==> config.mk <==
export PLATFORM = sky130hd
export DESIGN_NAME = pcfich_re_index_generator_core
export DESIGN_NICKNAME = d
export VERILOG_FILES = /design/src/hdl/pri_pkg.sv /design/src/hdl/pri_front.sv /design/src/hdl/pri_queue.sv /design/src/hdl/pri_back.sv /design/src/hdl/pcfich_re_index_generator_core.sv
export SDC_FILE = /design/constraint.sdc
export NUM_CORES = 1
export LEC_CHECK = 0
export BUFFER_PORTS_ARGS = -buffer_cell sky130_fd_sc_hd__buf_2
export CORE_ASPECT_RATIO = 1.75
export CORE_MARGIN = 3
export CORE_UTILIZATION = 35
export CTS_BUF_LIST = sky130_fd_sc_hd__clkbuf_2
export DETAILED_ROUTE_END_ITERATION = 7
export GPL_ROUTABILITY_DRIVEN = 0
export GPL_TIMING_DRIVEN = 0
export PLACE_DENSITY_LB_ADDON = 0.3
export SYNTH_ARGS = -nofsm -noshare
export SYNTH_HDL_FRONTEND = slang
export SYNTH_SLANG_ARGS = --single-unit
==> constraint.sdc <==
create_clock -name i_clk -period 9.2 [get_ports i_clk]
set_input_delay 1.84 -clock i_clk [delete_from_list [all_inputs] [get_ports i_clk]]
set_output_delay 1.84 -clock i_clk [all_outputs]
set_load 0.1 [all_outputs]
==> src/hdl/pri_pkg.sv <==
// Shared types, constants and the reference-signal offset table of the PCFICH index generator.
package pri_pkg;

    localparam int unsigned CellW  = 9;
    localparam int unsigned NumRbW = 7;
    localparam int unsigned ReW    = 12;
    localparam int unsigned RemW   = 8;
    localparam int unsigned RsW    = 2;
    localparam int unsigned SeqW   = 4;
    localparam int unsigned DivCntW = 4;

    localparam logic [DivCntW-1:0] DivLast = DivCntW'(CellW - 1);
    localparam logic [SeqW-1:0]    SeqLast = '1;

    typedef struct packed {
        logic [CellW-1:0]  cell_id;
        logic [NumRbW-1:0] num_rb;
    } t_pri_req;

    typedef struct packed {
        logic [ReW-1:0] re_index;
        logic [1:0]     group_number;
        logic           is_last;
    } t_pri_res;

    typedef struct packed {
        logic [RemW-1:0]   rem;
        logic [NumRbW-1:0] num_rb;
        logic [RsW-1:0]    rs;
    } t_pri_cmd;

    typedef struct packed {
        logic full;
        logic empty;
    } t_pri_qstat;

    function automatic logic [2:0] pri_offset(input logic [RsW-1:0] rs, input logic [1:0] e);
        logic [2:0] v;
        v = 3'd0;
        case ({rs, e})
            4'b00_00: v = 3'd1;
            4'b00_01: v = 3'd2;
            4'b00_10: v = 3'd4;
            4'b00_11: v = 3'd5;
            4'b01_00: v = 3'd0;
            4'b01_01: v = 3'd2;
            4'b01_10: v = 3'd3;
            4'b01_11: v = 3'd5;
            4'b10_00: v = 3'd0;
            4'b10_01: v = 3'd1;
            4'b10_10: v = 3'd3;
            4'b10_11: v = 3'd4;
            default:  v = 3'd0;
        endcase
        return v;
    endfunction

endpackage

==> src/hdl/pri_front.sv <==
// Request intake: bit-serial remainder of cell id by twice the RB count, cell id mod three.
module pri_front (
    input  logic               i_clk,
    input  logic               i_rst_n,
    input  logic               start,
    output logic               busy,
    input  pri_pkg::t_pri_req  i_req,
    input  pri_pkg::t_pri_qstat i_qstat,
    output logic               o_push,
    output pri_pkg::t_pri_cmd  o_cmd
);
    import pri_pkg::*;

    localparam logic [1:0] StIdle = 2'd0;
    localparam logic [1:0] StDiv  = 2'd1;
    localparam logic [1:0] StDone = 2'd2;

    localparam int unsigned       Div3W     = CellW + 8;
    localparam int unsigned       Div3Shift = 9;
    localparam logic [Div3W-1:0]  Div3Mul   = Div3W'(171);

    logic [1:0]         r_state, n_state;
    logic [DivCntW-1:0] r_cnt, n_cnt;
    logic [CellW-1:0]   r_div, n_div;
    logic [RemW-1:0]    r_rem, n_rem;
    logic [RsW-1:0]     r_r3, n_r3;
    logic [NumRbW-1:0]  r_nrb, n_nrb;

    logic             accept;
    logic [RemW:0]    trial;
    logic [RemW-1:0]  modulus;
    logic [Div3W-1:0] div3_prod;
    logic [CellW-1:0] div3_quo;
    logic [CellW-1:0] div3_back;
    logic [RsW-1:0]   rem3;

    assign modulus = {r_nrb, 1'b0};
    assign trial   = {r_rem, r_div[CellW-1]};

    assign div3_prod = Div3W'(i_req.cell_id) * Div3Mul;
    assign div3_quo  = CellW'(div3_prod >> Div3Shift);
    assign div3_back = CellW'({div3_quo, 1'b0}) + div3_quo;
    assign rem3      = RsW'(i_req.cell_id - div3_back);

    assign busy   = (r_state == StDiv) || ((r_state == StDone) && i_qstat.full);
    assign accept = start && !busy;
    assign o_push = (r_state == StDone) && !i_qstat.full;
    assign o_cmd  = '{rem: r_rem, num_rb: r_nrb, rs: r_r3};

    always_comb begin
        n_state = r_state;
        n_cnt   = r_cnt;
        n_div   = r_div;
        n_rem   = r_rem;
        n_r3    = r_r3;
        n_nrb   = r_nrb;
        case (r_state)
            StDiv: begin
                n_div = {r_div[CellW-2:0], 1'b0};
                if (r_nrb == '0) begin
                    n_rem = '0;
                end else if (trial >= {1'b0, modulus}) begin
                    n_rem = RemW'(trial - {1'b0, modulus});
                end else begin
                    n_rem = trial[RemW-1:0];
                end
                n_cnt = r_cnt + 1'b1;
                if (r_cnt == DivLast) begin
                    n_state = StDone;
                end
            end
            StDone: begin
                if (o_push) begin
                    n_state = StIdle;
                end
            end
            default: begin
                n_state = StIdle;
            end
        endcase
        if (accept) begin
            n_state = StDiv;
            n_cnt   = '0;
            n_div   = i_req.cell_id;
            n_rem   = '0;
            n_r3    = rem3;
            n_nrb   = i_req.num_rb;
        end
    end

    always_ff @(posedge i_clk) begin
        if (!i_rst_n) begin
            r_state <= StIdle;
            r_cnt   <= '0;
        end else begin
            r_state <= n_state;
            r_cnt   <= n_cnt;
        end
        r_div <= n_div;
        r_rem <= n_rem;
        r_r3  <= n_r3;
        r_nrb <= n_nrb;
    end

endmodule

==> src/hdl/pri_queue.sv <==
// Small command queue between the intake and the index sequencer.
module pri_queue #(
    parameter int unsigned DEPTH = 2
) (
    input  logic                i_clk,
    input  logic                i_rst_n,
    input  logic                i_push,
    input  pri_pkg::t_pri_cmd   i_cmd,
    input  logic                i_pop,
    output pri_pkg::t_pri_cmd   o_cmd,
    output pri_pkg::t_pri_qstat o_qstat
);
    import pri_pkg::*;

    localparam int unsigned PtrW = $clog2(DEPTH);
    localparam int unsigned CntW = $clog2(DEPTH + 1);
    localparam logic [PtrW-1:0] PtrLast = PtrW'(DEPTH - 1);
    localparam logic [CntW-1:0] CntFull = CntW'(DEPTH);

    t_pri_cmd        r_mem [DEPTH];
    logic [PtrW-1:0] r_wr, r_rd;
    logic [CntW-1:0] r_cnt;
    logic            do_push, do_pop;

    assign o_qstat.full  = (r_cnt == CntFull);
    assign o_qstat.empty = (r_cnt == '0);
    assign do_push = i_push && !o_qstat.full;
    assign do_pop  = i_pop && !o_qstat.empty;
    assign o_cmd   = r_mem[r_rd];

    always_ff @(posedge i_clk) begin
        if (!i_rst_n) begin
            r_wr  <= '0;
            r_rd  <= '0;
            r_cnt <= '0;
        end else begin
            if (do_push) begin
                r_wr <= (r_wr == PtrLast) ? '0 : r_wr + 1'b1;
            end
            if (do_pop) begin
                r_rd <= (r_rd == PtrLast) ? '0 : r_rd + 1'b1;
            end
            if (do_push && !do_pop) begin
                r_cnt <= r_cnt + 1'b1;
            end else if (do_pop && !do_push) begin
                r_cnt <= r_cnt - 1'b1;
            end
        end
        if (do_push) begin
            r_mem[r_wr] <= i_cmd;
        end
    end

endmodule

==> src/hdl/pri_back.sv <==
// Index sequencer: walks sixteen resource elements of one command, one per cycle.
module pri_back (
    input  logic                i_clk,
    input  logic                i_rst_n,
    input  pri_pkg::t_pri_cmd   i_cmd,
    input  pri_pkg::t_pri_qstat i_qstat,
    output logic                o_pop,
    output logic                o_valid,
    output pri_pkg::t_pri_res   o_res
);
    import pri_pkg::*;

    logic            r_active;
    logic [SeqW-1:0] r_seq;
    t_pri_cmd        r_cmd;
    logic            r_valid;
    t_pri_res        r_res;

    logic [1:0]        grp;
    logic [NumRbW+1:0] nrb3;
    logic [RemW-1:0]   half;
    logic [RemW:0]     k;
    logic [ReW-1:0]    k6;
    t_pri_res          n_res;

    assign o_pop = !i_qstat.empty && (!r_active || (r_seq == SeqLast));
    assign grp   = r_seq[3:2];
    assign nrb3  = {2'b00, r_cmd.num_rb} + {1'b0, r_cmd.num_rb, 1'b0};

    always_comb begin
        half = '0;
        case (grp)
            2'd0:    half = '0;
            2'd1:    half = RemW'(r_cmd.num_rb >> 1);
            2'd2:    half = RemW'(r_cmd.num_rb);
            2'd3:    half = nrb3[RemW:1];
            default: half = '0;
        endcase
    end

    assign k  = {1'b0, r_cmd.rem} + {1'b0, half};
    assign k6 = ReW'({k, 2'b00}) + ReW'({k, 1'b0});

    always_comb begin
        n_res.re_index     = k6 + ReW'(pri_offset(r_cmd.rs, r_seq[1:0]));
        n_res.group_number = grp;
        n_res.is_last      = (r_seq == SeqLast);
    end

    assign o_valid = r_valid;
    assign o_res   = r_res;

    always_ff @(posedge i_clk) begin
        if (!i_rst_n) begin
            r_active <= 1'b0;
            r_seq    <= '0;
            r_valid  <= 1'b0;
        end else begin
            r_valid <= r_active;
            if (o_pop) begin
                r_active <= 1'b1;
                r_seq    <= '0;
            end else if (r_active) begin
                if (r_seq == SeqLast) begin
                    r_active <= 1'b0;
                end
                r_seq <= r_seq + 1'b1;
            end
        end
        if (o_pop) begin
            r_cmd <= i_cmd;
        end
        r_res <= n_res;
    end

endmodule

==> src/hdl/pcfich_re_index_generator_core.sv <==
// PCFICH resource element index generator, top level.
// Each request (cell id, RB count) yields sixteen subcarrier indices of symbol zero, one per
// cycle on o_valid, with no stall from the receiver. The intake computes a bit-serial
// remainder of the cell id by twice the RB count and then hands the command to a short
// queue; it takes the next request as it pushes the last one. The sequencer pops the next
// command from the queue as it walks the last index of the current one.
// busy is high while the intake divides and while it waits on a full queue.
module pcfich_re_index_generator_core #(
    parameter int unsigned QUEUE_DEPTH = 2
) (
    input  logic              i_clk,
    input  logic              i_rst_n,
    input  logic              start,
    output logic              busy,
    input  pri_pkg::t_pri_req i_req,
    output logic              o_valid,
    output pri_pkg::t_pri_res o_res
);
    import pri_pkg::*;

    t_pri_cmd   push_cmd, pop_cmd;
    t_pri_qstat qstat;
    logic       push, pop;

    pri_front u_front (
        .i_clk   (i_clk),
        .i_rst_n (i_rst_n),
        .start   (start),
        .busy    (busy),
        .i_req   (i_req),
        .i_qstat (qstat),
        .o_push  (push),
        .o_cmd   (push_cmd)
    );

    pri_queue #(
        .DEPTH (QUEUE_DEPTH)
    ) u_queue (
        .i_clk   (i_clk),
        .i_rst_n (i_rst_n),
        .i_push  (push),
        .i_cmd   (push_cmd),
        .i_pop   (pop),
        .o_cmd   (pop_cmd),
        .o_qstat (qstat)
    );

    pri_back u_back (
        .i_clk   (i_clk),
        .i_rst_n (i_rst_n),
        .i_cmd   (pop_cmd),
        .i_qstat (qstat),
        .o_pop   (pop),
        .o_valid (o_valid),
        .o_res   (o_res)
    );

endmodule

Word-level counts from Yosys, hierarchy flattened
Memory sizes are Yosys's and may differ from the RTL's. A register that Yosys moved wholly into a read port is not among the register bits.
Cells that the tools add are included.
{"block": "totals", "reg_bits": 57, "mem_bits_rw": 34, "rom_bits": 48, "out_inout_bits": 17, "word_cells": 89, "mem_count": 2}
{"block": "op_classes", "addsub": 13, "multipliers": 1, "magnitude_cmp": 1, "eq_ne": 12, "mux": 18, "bitwise_logic": 1, "reduce_logical": 25}
{"name": "(name not given)", "words": 16, "word_bits": 3, "rd": 1, "rd_ports_with_merged_regs": 0, "write_ports": 0, "line": "pri_pkg.sv:40", "source": "case ({rs, e})"}
{"name": "u_queue.r_mem", "words": 2, "word_bits": 17, "rd": 1, "rd_ports_with_merged_regs": 1, "write_ports": 1, "line": "pri_queue.sv:20", "source": "t_pri_cmd r_mem [DEPTH];"}
{"op": "8-bit one-hot mux with 4 select lines", "n": 1}
{"op": "9-bit 2-to-1 mux", "n": 2}
{"op": "8-bit 2-to-1 mux", "n": 2}
{"op": "11-bit by 10-bit adder with 12-bit output", "n": 1}
{"op": "12-bit by 3-bit adder with 12-bit output", "n": 1}
{"op": "9-bit by 8-bit multiplier with 11-bit output, second input constant", "n": 1}
{"op": "7-bit by 8-bit adder with 9-bit output", "n": 1}
{"op": "8-bit by 8-bit adder with 9-bit output", "n": 1}
{"op": "9-bit by 8-bit greater-or-equal comparator with 1-bit output", "n": 1}
{"op": "4-bit by 1-bit adder with 4-bit output, second input constant", "n": 2}
{"op": "2-bit equality test, second input constant", "n": 4}
{"op": "4-bit equality test, second input constant", "n": 2}
{"op": "1-bit logical AND", "n": 8}
{"op": "1-bit 2-to-1 mux", "n": 8}
{"op": "2-bit 2-to-1 mux", "n": 4}
{"op": "8-bit subtractor", "n": 1}
{"op": "7-bit logical NOT", "n": 1}
{"op": "1-bit logical NOT", "n": 6}
{"op": "2-bit by 1-bit equality test with 1-bit output, second input constant", "n": 2}
{"op": "2-bit logical NOT", "n": 2}
{"op": "2-bit one-hot mux with 2 select lines", "n": 1}
{"op": "2-bit AND reduction", "n": 2}
{"op": "2-bit nonzero test", "n": 2}
{"op": "2-bit OR reduction", "n": 2}
{"op": "other kinds (11)", "n": 13}

Depth between registers and ports, before layout
{"block": "logic_depth", "ltp_word": 8, "mapped_depth": 19}

Hierarchy
From an unflattened synthesis, not the netlist that was laid out.
{"block": "unflattened", "hier_cells": 531, "hier_area_um2": 6149.6}
{"mod": "pri_front", "instances": 1, "cells_each": 242, "area_each_um2": 2391.0, "seq_area_each_um2": 820.8}
{"mod": "pri_back", "instances": 1, "cells_each": 211, "area_each_um2": 2299.7, "seq_area_each_um2": 930.9}
{"mod": "pri_queue", "instances": 1, "cells_each": 78, "area_each_um2": 1458.9, "seq_area_each_um2": 1121.1}

Worst setup path after synthesis
OpenSTA, ideal clock, no wires.
{"block": "synth_timing", "path_type": "input port to flip-flop", "startpoint": "in i_req[8] in the netlist's numbering", "endpoint": "reg u_front.r_r3[1], data pin", "setup_time_ns": 0.264, "arrival_time_ns": 5.274, "required_ns": 8.936, "setup_slack_ns": 3.662, "path_stages": 18, "n_path_buf": 0, "cell_sequence": "ha_1 > fa_1 > inv_1 > fa_1 > inv_1 > ha_1 > nand4_1 > nor2_1 > o31a_1 > o21ai_0 > nor2b_1 > xnor2_1 > ha_1 > xor2_1 > xnor2_1 > xnor2_1 > xnor2_1 > xnor2_1"}
{"block": "synth_between", "elab_chain_cells": 3}
{"item": "start, declared", "line": "pcfich_re_index_generator_core.sv:15", "source": "input pri_pkg::t_pri_req i_req,"}
{"item": "9-bit by 8-bit multiplier with 11-bit output", "line": "pri_front.sv:40", "source": "assign div3_prod = Div3W'(i_req.cell_id) * Div3Mul;"}
{"item": "2-bit adder", "line": "pri_front.sv:42", "source": "assign div3_back = CellW'({div3_quo, 1'b0}) + div3_quo;"}
{"item": "2-bit subtractor *", "line": "pri_front.sv:43", "source": "assign rem3 = RsW'(i_req.cell_id - div3_back);"}
{"item": "net u_front.rem3[1]", "line": "pri_front.sv:35", "source": "logic [RsW-1:0] rem3;"}
{"item": "end signal, assigned", "line": "pri_front.sv:101", "source": "r_r3 <= n_r3;"}
{"item": "end, declared", "line": "pri_front.sv:26", "source": "logic [RsW-1:0] r_r3, n_r3;"}
Mark *: on every way through the listed nets, which the timed path passes. The rest lies on a longest branch.
A chain may end at the register's enable or synchronous reset.

Final worst setup path
Same ends and word-level chain as after synthesis.

==> results by group <==
STA
  • Worst rel slew slack: 0.5041
  • Period utilization: 0.5787
  • Worst-Margin Slew: about 0.74 ns
  • Final clock skew: around 0.036 ns
  • RSZ-0062 raised after global routing: no
  • Setup TNS: 0 ns
  • Final hold violations: 0
  • Endpoints failing setup: 0
  • Max-slew violations: 0
  • Min Tclk post-route: around 5.3 ns
  • Max Freq: 187.8 MHz

GRT
  • First-pass GRT wire length: approximately 19 mm
  • Total Routing Usage GR: 0.1203
  • Grt ovf: 0
  • Largest net degree at the start of global routing: 20
  • Vias in the first global route: 4,175
  • Initial antenna violation count: 1

Clock network
  • Hold Buf Count CTS: 0
  • CTS buffer count: 9
  • Clk root buf: clkbuf_2
  • Skew-Pair Late Insertion Delay: a little under 0.6 ns
  • Num Clock Sinks: 108
  • Max Buffers Root-to-Sink: 2
  • Clk slew on worst S/H paths: slightly below 0.3 ns
  • CTS resizes: 0
  • Post-CTS setup buffers: 0
  • H-Tree Depth: 3
  • CTS tree: yes

Worst setup path
  • FF-to-FF Start: u_back.r_seq[3]
  • Top delay family on crit path: adder cells
  • Cell count along the critical path: 19
  • R2r setup slk: 4.75 ns
  • CP endpoint kind: flop
  • CP most frequent cell: xnor2_1
  • Buffers & Inverters on Critical Path: 3
  • Max incr delay on CP: 0.55 ns
  • Path depth of the worst reg2reg path: 15
  • Arr. time, crit path: between 5 and 6 ns
  • Startpoint types: input pin
  • Critical path origin: i_req[8]
  • Slowest-stage cell, CP: fa_1
  • Worst Path Max Fanout: 6
  • Worst setup path end: u_front.r_r3[1]
  • Reg-to-reg endpoint: u_back.o_res[13]
  • CP Data Required Time: between 9 and 10 ns
  • Setup CP Type: in -> reg
  • CP Cell Sequence: buf_2, ha_1, fa_1, inv_1, fa_1, inv_1, ha_1, nand4_1, nor2_1, o31a_1, o21ai_0, nor2b_1, xnor2_1, ha_1, xor2_1, xnor2_1, xnor2_1, xnor2_1, xnor2_1

Layout
  • Final #Nets: between 600 and 700
  • Commonest non-fill, non-tap cell in the layout: edfxtp_1
  • Area delta synth->final: 10.27%
  • Ratio of cells with drive above 1 in the final layout: 0.1526
  • Filler cells: ~1,700
  • Most frequent cells in the layout: edfxtp_1, ha_1, inv_1

Power
  • VDD IR-drop max: ~0.16 mV
  • Pleak: between 2 and 3 nW
  • Pwr Total: between 1.5 and 2 mW
  • PwrDens: 271.5 nW/µm²

Detailed routing
  • Drt wl/cell: approximately 13 µm
  • First-pass DRT Iterations: 4
  • Vias per cell: between 4 and 5
  • Drc violations: 0
  • Final wirelength: approximately 11 mm
  • Post-route ant nets: 0
  • Drt initial violations: 140
  • Vias after detailed routing: about 3,800

Synthesis
  • Synth Net Count: ~620
  • Distinct cells, synth: 53
  • Number of flops mapped to enable cells by yosys: between 60 and 70
  • Sequential fraction of the synthesis area: 0.4684
  • Ys async rst share: 0
  • Avg Inst Size Synth: between 10 and 15 µm²
  • Synthesized cell area: between 6000 and 7000 µm²
  • #FFs+latches synth: between 100 and 150
  • Ys Warns: 0
  • Post-Synthesis Cells: between 500 and 600
  • Top_reg_cell synth: edfxtp_1

Die
  • Die H: 180.5 µm
  • Die W: ~110 µm
  • Area of the die: 19,080 µm²
  • Core area: between 15,000 and 20,000 µm²
  • Rows: 63
  • I/O pin count: 36
  • Initial core utilization: 0.3577

Place
  • IO buf count: 34
  • Post-DP HPWL: 8.613 mm

Run status
  • Status: finished, final reports clean

Min path
  • Worst hold path class: reg -> reg

Job
  • Max-Cap Viols: 0
synthesized netlist by cell type (2+ instances only):
cell type,number,share of area
a211oi_1,2,0.0025
a21boi_0,5,0.0062
a21o_1,6,0.0074
a21oi_1,21,0.017
a22o_1,6,0.0086
and2_1,5,0.0051
buf_6,2,0.0037
clkbuf_1,6,0.0037
dfxtp_1,39,0.13
edfxtp_1,69,0.34
fa_1,17,0.056
ha_1,67,0.14
inv_1,60,0.037
mux2_1,2,0.0037
mux2_2,24,0.044
mux2i_1,4,0.0066
nand2_1,29,0.018
nand2b_1,5,0.0051
nand3_1,6,0.0049
nand4_1,4,0.0041
nor2_1,28,0.017
nor2b_1,11,0.011
nor3_1,5,0.0041
o21a_1,4,0.0049
o21ai_0,17,0.014
o21ai_1,4,0.0033
o22ai_1,3,0.0031
o311ai_1,5,0.0072
xnor2_1,27,0.039
xor2_1,13,0.019
registers in the layout (all words and copies together), names as in the netlist:
register,count
u_queue.r_mem,34
u_back.r_cmd,17
u_back.o_res,15
u_queue.r_rd,1
u_queue.r_cnt,2
u_front.r_div,9
u_back.r_seq,4
u_back.r_active,1
u_front.r_state,2
u_front.r_cnt,4
u_front.r_nrb,7
u_back.o_valid,1
u_queue.r_wr,1
u_front.r_r3,2
u_front.r_rem,8
metal layers:
metal / share of wire / global-route usage
met5: 0 / 0
met4: 0.036 / 0.06380
met3: 0.030 / 0.02080
met2: 0.58 / 0.2400
met1: 0.35 / 0.1121
through the flow:
step | hold WS [ns] | cells | util | setup WS, ns | instance area, µm²
2_1_floorplan | 0.3586 | 519 | - | 3.662 | 6091
3_3_place_gp | 0.4333 | 780 | 0.3844 | 3.239 | 6545
3_5_place_dp | 0.4369 | 781 | 0.3854 | 3.190 | 6561
4_1_cts | 0.4951 | 797 | 0.3943 | 3.883 | 6714
5_1_grt | 0.5121 | 798 | 0.3945 | 3.671 | 6716
6_report | 0.4801 | 798 | 0.3945 | 3.876 | 6716
report_power, final:
group | switching, mW | leakage, nW | internal, mW
combinational | 0.544 | 1.75 | 0.333
clock | 0.159 | 0.0896 | 0.0946
sequential | 0.0600 | 0.965 | 0.633
how the worst min path moves through the flow:
stage / start / to / slack, ns / cells past startpoint
floorplan: u_back.r_seq[2] / u_back.o_res[1] / 0.36 / 0
global placement: u_back.r_seq[2] / u_back.o_res[1] / 0.43 / 0
detailed placement: u_back.r_seq[2] / u_back.o_res[1] / 0.44 / 0
CTS: u_back.r_seq[3] / u_back.o_res[2] / 0.50 / 0
global route: u_back.r_seq[3] / u_back.o_res[2] / 0.51 / 0
finish: u_back.r_seq[3] / u_back.o_res[2] / 0.48 / 0
logic make-up after synthesis:
group / Yosys count / synth area share
xor+xnor: 40 / 0.05752
compound gates: 84 / 0.09409
fa+ha+maj: 84 / 0.1935
simple gates: 104 / 0.08669
buf+inv: 69 / 0.04519
flops: 108 / 0.4684
mux: 30 / 0.05464
area by class of cell:
type / instances / area (µm²) / share of cell area
Multi-Input combinational cell: 342 / 2968 / 0.4419
Sequential cell: 108 / 2853 / 0.4247
Tap cell: 227 / 284.0 / 0.04229
Inverter: 60 / 225.2 / 0.03353
Timing Repair Buffer: 35 / 181.4 / 0.02701
Clock inverter: 7 / 107.6 / 0.01602
Buffer: 9 / 50.05 / 0.007452
Clock buffer: 9 / 45.04 / 0.006706
Antenna cell: 1 / 2.502 / 0.0003726
No activity file was read; power rests on OpenSTA's default activity.
